--- config.mk ---
export PLATFORM = sky130hd
export DESIGN_NAME = pob_cell
export DESIGN_NICKNAME = d
export VERILOG_FILES = /design/src/rtl/pob_pkg.sv /design/src/rtl/pob_cell.sv
export SDC_FILE = /design/constraint.sdc
export NUM_CORES = 1
export LEC_CHECK = 0
export BUFFER_PORTS_ARGS = -buffer_cell sky130_fd_sc_hd__buf_2
export CAP_MARGIN = 5
export CORE_AREA = 2 2 171 173
export CTS_CLUSTER_DIAMETER = 200
export DETAILED_ROUTE_END_ITERATION = 12
export DIE_AREA = 0 0 173 175
export GPL_ROUTABILITY_DRIVEN = 1
export SKIP_LAST_GASP = 1
export SLEW_MARGIN = 10
export SYNTH_ARGS = -nofsm -noshare
export SYNTH_HDL_FRONTEND = slang
export SYNTH_SLANG_ARGS = --single-unit
--- constraint.sdc ---
create_clock -name clk -period 5.7 [get_ports clk]
set_input_delay 0.285 -clock clk [delete_from_list [all_inputs] [get_ports clk]]
set_output_delay 0.285 -clock clk [all_outputs]
set_load 0.03 [all_outputs]
--- src/rtl/pob_pkg.sv ---
package pob_pkg;

    localparam int TIME_W   = 32;
    localparam int HANDLE_W = 16;
    localparam int LIMIT_W  = 6;
    localparam int CFG_IDX_W = 2;

    localparam logic [TIME_W-1:0] TIME_MAX = {TIME_W{1'b1}};
    localparam logic [LIMIT_W-1:0] LIMIT_RESET = LIMIT_W'(32);

    // input opcodes
    localparam logic OP_PKT  = 1'b0;
    localparam logic OP_TICK = 1'b1;

    // configuration register indexes
    localparam logic [CFG_IDX_W-1:0] CFG_MAX_DELAY  = 2'd0;
    localparam logic [CFG_IDX_W-1:0] CFG_IDLE_LIMIT = 2'd1;
    localparam logic [CFG_IDX_W-1:0] CFG_QLIMIT     = 2'd2;

    // result kinds
    typedef enum logic [1:0] {
        KIND_FWD  = 2'd0,
        KIND_OAM  = 2'd1,
        KIND_DROP = 2'd2
    } kind_t;

    // per-cell operation, broadcast along the chain
    typedef enum logic [1:0] {
        CELL_HOLD,
        CELL_INSERT,
        CELL_REMOVE
    } cell_op_t;

    typedef struct packed {
        cell_op_t          op;
        logic [TIME_W-1:0] now;
    } cell_ctl_t;

    // entry payload besides the sequence number
    typedef struct packed {
        logic [HANDLE_W-1:0] handle;
        logic [TIME_W-1:0]   deadline;
    } entry_t;

    // earliest-deadline candidate moving along the chain
    typedef struct packed {
        logic   found;
        entry_t ent;
    } best_t;

    typedef enum logic [2:0] {
        ST_IDLE,
        ST_DRAIN,
        ST_TCHECK,
        ST_TSEARCH,
        ST_FLUSH
    } state_t;

endpackage

--- src/rtl/pob_cell.sv ---
module pob_cell #(
    parameter int DEPTH    = 32,
    parameter int SEQ_BITS = 16,
    parameter int IDX      = 0
) (
    input  logic                         clk,
    input  pob_pkg::cell_ctl_t           ctl,
    input  logic [$clog2(DEPTH+1)-1:0]   fill,
    input  logic [$clog2(DEPTH)-1:0]     rel_idx,
    input  logic [SEQ_BITS-1:0]          new_seq,
    input  pob_pkg::entry_t              new_ent,
    input  logic                         left_less,
    input  logic [SEQ_BITS-1:0]          left_seq,
    input  pob_pkg::entry_t              left_ent,
    input  logic [SEQ_BITS-1:0]          right_seq,
    input  pob_pkg::entry_t              right_ent,
    input  pob_pkg::best_t               best_in,
    input  logic [SEQ_BITS-1:0]          best_seq_in,
    input  logic [$clog2(DEPTH)-1:0]     best_idx_in,
    output logic                         less,
    output logic                         expired,
    output logic [SEQ_BITS-1:0]          seq,
    output pob_pkg::entry_t              ent,
    output pob_pkg::best_t               best_out,
    output logic [SEQ_BITS-1:0]          best_seq_out,
    output logic [$clog2(DEPTH)-1:0]     best_idx_out
);

    localparam int CNT_W = $clog2(DEPTH+1);
    localparam int IDX_W = $clog2(DEPTH);

    logic [SEQ_BITS-1:0]  seq_reg, seq_next;
    pob_pkg::entry_t      ent_reg, ent_next;
    pob_pkg::best_t       best_reg, best_next;
    logic [SEQ_BITS-1:0]  best_seq_reg, best_seq_next;
    logic [IDX_W-1:0]     best_idx_reg, best_idx_next;
    logic                 valid;

    assign valid   = fill > CNT_W'(IDX);
    assign less    = valid && (seq_reg < new_seq);
    assign expired = valid && (ent_reg.deadline <= ctl.now);

    // insert shifts right of the slot, remove shifts left onto the slot
    always_comb
    begin
        seq_next = seq_reg;
        ent_next = ent_reg;
        unique case (ctl.op)
            pob_pkg::CELL_INSERT:
            begin
                if (!less)
                begin
                    if (left_less)
                    begin
                        seq_next = new_seq;
                        ent_next = new_ent;
                    end
                    else
                    begin
                        seq_next = left_seq;
                        ent_next = left_ent;
                    end
                end
            end
            pob_pkg::CELL_REMOVE:
            begin
                if (IDX_W'(IDX) >= rel_idx)
                begin
                    seq_next = right_seq;
                    ent_next = right_ent;
                end
            end
            default:
            begin
            end
        endcase
    end

    // earliest deadline wave, strict compare keeps the lower position on ties
    always_comb
    begin
        best_next     = best_in;
        best_seq_next = best_seq_in;
        best_idx_next = best_idx_in;
        if (valid && (!best_in.found || (ent_reg.deadline < best_in.ent.deadline)))
        begin
            best_next.found = 1'b1;
            best_next.ent   = ent_reg;
            best_seq_next   = seq_reg;
            best_idx_next   = IDX_W'(IDX);
        end
    end

    always_ff @(posedge clk)
    begin
        seq_reg      <= seq_next;
        ent_reg      <= ent_next;
        best_reg     <= best_next;
        best_seq_reg <= best_seq_next;
        best_idx_reg <= best_idx_next;
    end

    assign seq          = seq_reg;
    assign ent          = ent_reg;
    assign best_out     = best_reg;
    assign best_seq_out = best_seq_reg;
    assign best_idx_out = best_idx_reg;

endmodule

==> metrics.md, run 1 <==
| Metric | Value |
|---|---|
| Synth Flop Type | dfxtp_1 |
| Min-Delay Path Class | in2reg |
| Vias in the first global route | 6770 |
| Final worst slack | 2590 ps |
| WP data required | 6000 ps |
| Synth Area in Compound Gates | 10.2% |
| H-Tree Level Count | 4 |
| Outcome | finished, final reports clean |
| Multiplexer area fraction after synthesis | 18.5% |
| RSZ-0062 raised after global routing | false |
| Die W | 173 um |
| EDFF count, synth | 64 |
| Combinational family with the most area after synthesis | multiplexers |
| CP Cell Sequence | ha_1 -> a21oi_1 -> o21ai_0 -> a221oi_1 -> o21ai_0 -> a22oi_2 -> buf_4 -> mux2_2 |
| Post-route minimum period | 3110 ps |
| Startpoint Class | flop |
| Slowest cell on crit path | buf_4 |
| YS warnings | 0 |
| Flop pwr share | 40.0% |
| Synth Area in XOR/XNOR | 0% |
| Die Y | 175 um |
| Syn Inst Count | 708 |
| #FFs+latches synth | 134 |
| CTS sink cnt | 134 |
| Share of cells above drive strength 1 | 47.3% |
| Placed instance area | 10100 sq um |
| Critical path depth | 8 |
| Slew headroom | 30.9% |
| Reg clk slew, reported paths | 70 ps |
| Critical Path Max Stage Delay | 780 ps |
| Vias per inst | 4.38 |
| CP Buf/Inv Count | 1 |
| Wire per inst | 15.9 um |
| Global-route wire length before repair | 37100 um |
| Mapped Nets | 1095 |
| CP delay by family, top | compound AO/OA/AOI/OAI gates |
| CTS tree | built |
| Worst VDD drop | 138 uV |
| Synth Area in Adders | 13.1% |
| Relative area change from synthesis to final layout | 43.1% |
| Root buffer cell | clkbuf_16 |
| Initial core utilization | 26.3% |
| Finished layout cell area | 10700 sq um |
| Die area | 30300 sq um |
| Detail Placement HPWL | 19900 um |
| I/O Pins | 445 |
| Initial drt markers | 260 |
| PortBufs | 444 |
| Worst slew pin tran | 1040 ps |
| Comb pwr share | 19.7% |
| Synth Area in Simple Gates | 7.88% |
| Post-layout util | 37.6% |
| Register area share after synthesis | 44.5% |
| Worst hold path depth | 2 |
| Vias | 6772 |
| Clock Latency Late Sink | 420 ps |
| Asr flop ratio synth | 0% |
| DR pass1 iterations | 4 |
| Antenna violations before repair | 2 |
| WS Path Type | reg2reg |
| Rows | 62 |
| Period utilisation layout | 54.5% |
| Most frequent cell on the critical path | o21ai_0 |
| Pre-CTS setup slack | 2550 ps |
| Final #Nets | 1534 |
| Net Sw Frac | 29.7% |
| Remaining DRCs | 0 |
| Lkg Pwr | 0.00538 uW |
| CTS resizes | 0 |
| Synth cell types | 44 |
| Setup bufs post-CTS | 0 |
| Synth Cell Area | 7460 sq um |
| Final slew viol count | 0 |
| Max reg flops | 49 |
| Core footprint | 28400 sq um |
| Routed WL | 24700 um |
| Pwr Total | 2740 uW |
| Endpoint class of the critical path | flop |
| Largest net degree at the start of global routing | 71 |
| Hold_buf cts | 0 |
| Arr. time, crit path | 3400 ps |
| Clk pwr share | 40.4% |
| Clock skew | 13.1 ps |
| Crit path max fanout | 69 |
| CTS buffer count | 17 |
| GRT Util Overall | 15.7% |
| Final setup fails | 0 |
| GPL Wtd Cong | 0.799 |
| CTS max path bufs | 2 |
| Final ANT Viol Nets | 0 |
| Syn avg cell area | 10.5 sq um |
| P_int | 1930 uW |
| Setup TNS Final | 0 ps |
| Net switching power | 816 uW |
| Max frequency | 322 MHz |
| Worst Reg-to-Reg Cells | 8 |
| Maximum capacitance violations | 0 |
| Final Hold Viols | 0 |
| Gr ovfl total | 0 |
| Pwr per Cell Area | 257 nW/um^2 |
[layout by cell type (no fill, tap or decap), types with 2 or more instances in the layout]
cell type | Yosys | routed
a211oi_1 | 3 | 3
a21boi_0 | 2 | 2
a21o_1 | 9 | 9
a21oi_1 | 26 | 26
a221oi_1 | 2 | 2
a31oi_1 | 2 | 2
buf_2 | 5 | 443
buf_4 | 0 | 5
clkbuf_16 | 0 | 17
clkinv_4 | 0 | 3
clkinvlp_4 | 0 | 2
dfxtp_1 | 70 | 70
diode_2 | 0 | 3
edfxtp_1 | 64 | 64
ha_1 | 78 | 78
inv_1 | 81 | 81
inv_6 | 0 | 5
inv_8 | 0 | 2
mux2_2 | 59 | 59
mux2_4 | 5 | 5
mux2i_1 | 64 | 64
nand2_1 | 74 | 74
nand2b_1 | 2 | 2
nand3_1 | 6 | 6
nand4_1 | 15 | 15
nor2_1 | 6 | 6
nor2b_1 | 9 | 8
nor3_1 | 4 | 4
nor4_1 | 2 | 2
o21a_1 | 3 | 3
o21ai_0 | 76 | 76
o221ai_1 | 2 | 2
[power by group through the flow]
stage	clock [uW]	sequential (uW)	combinational [uW]
floorplan	0	1220	215
global placement	0	1120	540
detailed placement	0	1120	546
CTS	1150	1100	548
global route	1180	1100	593
finish	1110	1100	541
[cell families (layout without fill, tap and decap cells)]
kind of cell,count (synthesis),count (layout)
AOI/OAI and AO/OA,134,134
DFF,134,134
muxes,128,128
and+or+nand+nor,125,125
buffers and inverters,109,561
adders and majority gates,78,78
other,0,3
[layout make-up]
type / count / area (sq um)
diodes: 3 / 7.51
clock buffers: 18 / 439
clock inverters: 14 / 141
fillers: 2949 / 17700
inverters: 81 / 304
multi-input cells: 465 / 3720
flip-flops and latches: 134 / 3320
well taps: 384 / 480
repair buffers: 448 / 2250
[cell usage after synthesis (2+ instances only)]
master / n / area share [%]
inv_1: 81 / 4.1
ha_1: 78 / 13
o21ai_0: 76 / 5.1
nand2_1: 74 / 3.7
dfxtp_1: 70 / 19
edfxtp_1: 64 / 26
mux2i_1: 64 / 8.6
mux2_2: 59 / 8.9
a21oi_1: 26 / 1.7
clkbuf_1: 16 / 0.80
nand4_1: 15 / 1.3
a21o_1: 9 / 0.91
nor2b_1: 9 / 0.75
nand3_1: 6 / 0.40
nor2_1: 6 / 0.30
buf_1: 5 / 0.25
buf_2: 5 / 0.34
mux2_4: 5 / 1.0
nor3_1: 4 / 0.27
a211oi_1: 3 / 0.30
o21a_1: 3 / 0.30
a21boi_0: 2 / 0.20
a221oi_1: 2 / 0.23
a31oi_1: 2 / 0.17
buf_6: 2 / 0.30
nand2b_1: 2 / 0.17
nor4_1: 2 / 0.17
o221ai_1: 2 / 0.23
[routing by layer]
| metal | track usage, % | wire, um | share of wire [%] | vias to the layer above |
|---|---|---|---|---|
| met2 | 27.8 | 12500 | 51 | 261 |
| met3 | 3.37 | 1460 | 5.9 | 20 |
| met5 | 0 | 0 | 0 | - |
| met4 | 5.30 | 386 | 1.6 | 0 |
| met1 | 19.0 | 10300 | 42 | 3076 |
| li1 | - | - | - | 3415 |
[stage by stage]
step / std cells / hold WS (ps)
2_1_floorplan: 708 / 386
3_3_place_gp: 1512 / 474
3_5_place_dp: 1512 / 479
4_1_cts: 1544 / 44.8
5_1_grt: 1545 / 65.2
6_report: 1547 / 72.4
[path summary, 6_finish.rpt]
check                                        end      startpoint  slack [ps]
worst max-delay path            best_seq_out[15]         ent[17]        2590
worst min-delay path             best_idx_out[4]  best_idx_in[4]          70
worst max register to register  best_seq_out[15]         ent[17]        2590
worst min register to register      best_out[36]         ent[36]         500
No activity file was read; power rests on OpenSTA's default activity.
==> inputs of run 2 (changes only) <==
--- a/config.mk
+++ b/config.mk
@@ -7,10 +7,10 @@
 export LEC_CHECK = 0
 export BUFFER_PORTS_ARGS = -buffer_cell sky130_fd_sc_hd__buf_2
 export CAP_MARGIN = 5
-export CORE_AREA = 2 2 171 173
+export CORE_AREA = 2 2 173 175
 export CTS_CLUSTER_DIAMETER = 200
 export DETAILED_ROUTE_END_ITERATION = 12
-export DIE_AREA = 0 0 173 175
+export DIE_AREA = 0 0 175 177
 export GPL_ROUTABILITY_DRIVEN = 1
 export SKIP_LAST_GASP = 1
 export SLEW_MARGIN = 10
==> constraint.sdc (replaced) <==
create_clock -name clk -period 3.2 [get_ports clk]
set_input_delay 0.16 -clock clk [delete_from_list [all_inputs] [get_ports clk]]
set_output_delay 0.16 -clock clk [all_outputs]
set_load 0.03 [all_outputs]
==> metrics.md, run 2 (synthesized netlist as in run 1, its figures left out) <==
| Metric | Value |
|---|---|
| Outcome | finished, final reports clean |
| Reg2Reg Launch Point | seq[1] |
| Reg clk slew, reported paths | 60 ps |
| Critical Path Max Stage Delay | 530 ps |
| Crit path max fanout | 4 |
| PortBufs | 444 |
| Diodes inserted | 0 |
| Pwr per Cell Area | 428 nW/um^2 |
| I/O Pins | 445 |
| Final hold slack | 28.4 ps |
| CP Cell Sequence | ha_1 -> nand4_1 -> or2_2 -> or4_1 -> a31oi_1 -> o21ai_0 -> buf_2 |
| Endpoint class of the critical path | output pin |
| Final slew viol count | 0 |
| Vias | 7237 |
| Setup TNS Final | 0 ps |
| Critical path depth | 7 |
| CP Buf/Inv Count | 1 |
| Wire per inst | 16.1 um |
| Slew headroom | 27.9% |
| Max reg flops | 49 |
| Root buffer cell | clkbuf_16 |
| Maximum capacitance violations | 0 |
| GRT Util Overall | 16.6% |
| CTS max path bufs | 2 |
| Slowest cell on crit path | or4_1 |
| Met3 usage | 3.31% |
| Initial core utilization | 25.5% |
| Rows | 63 |
| Lkg Pwr | 0.00578 uW |
| Vias in the first global route | 7358 |
| Die Y | 177 um |
| Clock skew | 12.3 ps |
| Global-route wire length before repair | 39700 um |
| Final Hold Viols | 0 |
| Routed WL | 26500 um |
| Startpoint Class | flop |
| Final setup fails | 0 |
| WS Path Type | reg2out |
| Arr. time, crit path | 2610 ps |
| CTS buffer count | 17 |
| Largest net degree at the start of global routing | 129 |
| Register Area | 3320 sq um |
| Max frequency | 360 MHz |
| Worst setup path endpoint | expired |
| Worst slew pin tran | 1080 ps |
| Relative area change from synthesis to final layout | 55.9% |
| Clock Latency Late Sink | 420 ps |
| GPL Wtd Cong | 0.797 |
| WP data required | 3040 ps |
| Final #Nets | 1629 |
| Reg2reg end | ent[21] |
| Min-Delay Path Class | in2reg |
| Fillers | 2906 |
| Share of cells above drive strength 1 | 44.1% |
| Die W | 175 um |
| Most frequent cells in the layout | 443 x buf_2, 92 x dlygate4sd3_1, 81 x inv_1 |
| CP delay by family, top | simple AND/OR/NAND/NOR gates |
| RSZ-0062 raised after global routing | false |
| Core footprint | 29200 sq um |
| Worst VDD drop | 285 uV |
| Crit path from | ent[25] |
| Most common cell after layout, fill and taps aside | buf_2 |
| Grt peak-use layer | met2 |
| CTS sink cnt | 134 |
| Multi-input combinational cell area | 3720 sq um |
| Vias per inst | 4.40 |
| Remaining DRCs | 0 |
| H-Tree Level Count | 4 |
| Die area | 31000 sq um |
| Gr ovfl total | 0 |
| Met2 global-route usage | 30.0% |
| Final ANT Viol Nets | 0 |
| Reg2Reg Setup Slack | 430 ps |
| Period utilisation layout | 86.7% |
| Antenna violations before repair | 0 |
| Initial drt markers | 256 |
| Worst Reg-to-Reg Cells | 6 |
| DR pass1 iterations | 5 |
| CTS tree | built |
| Detail Placement HPWL | 20300 um |
| Min-delay src | right_ent[2] |
| Post-route minimum period | 2770 ps |
| Met1 usage | 19.9% |
run 2: cell types whose count changed in the layout (fill, tap and decap cells not counted):
cell,before,now
buf_4,5,6
dlygate4sd3_1,0,92
diode_2,3,0
buf_12,0,2
clkinv_4,3,5
clkinv_1,1,0
inv_8,2,0
clkbuf_8,1,0
clkinvlp_4,2,3
clkinv_2,0,1
run 2: worst min-delay path by stage:
stage	end	slack, ps	cells past startpoint
detailed placement	best_idx_out[0]	380	2
global route	ent[0]	4	3
CTS	ent[2]	0.2	3
finish	ent[2]	30	3
global placement	best_idx_out[3]	370	2
floorplan	best_out[48]	260	1
run 2: power by group:
part | switching (uW) | internal [uW]
sequential | 43.6 | 1910
combinational | 587 | 487
clock | 864 | 1090
run 2: metal layers:
metal | share of wire, % | up-vias
li1 | - | 3596
met1 | 42 | 3353
met2 | 52 | 258
met3 | 5.0 | 30
met4 | 1.7 | 0
met5 | 0 | -
run 2: final cells by class:
class                      count  area share, %
multi-input combinational    465           32.0
sequential                   134           28.6
timing repair buffer         543           27.7
tap                          390           4.19
clock buffer                  17           3.66
inverter                      81           2.61
clock inverter                15           1.25
run 2: worst reg2reg max path, cell delays in order (launching register included):
cell and delay (ps):
edfxtp_1 400, ha_1 280, a21boi_0 260, o21ai_0 180, a21oi_1 210, o31a_1 180
a31o_4 800
run 2: repair_timing:
action / CTS / global route
hold buffers: 92 / 0
endpoints found under the hold margin: 92 / 0
buffers inserted: 0 / 0
resized for setup: 0 / 0
run 2: stage by stage:
stage,worst slack [ps],power [uW],instances,cell area [sq um],util [%]
floorplan,436,2550,708,7460,-
global placement,376,2970,1521,10100,34.7
detailed placement,335,2980,1521,10100,34.7
CTS,310,5040,1645,11600,39.8
global route,213,5220,1645,11600,39.8
finish,425,4980,1645,11600,39.8
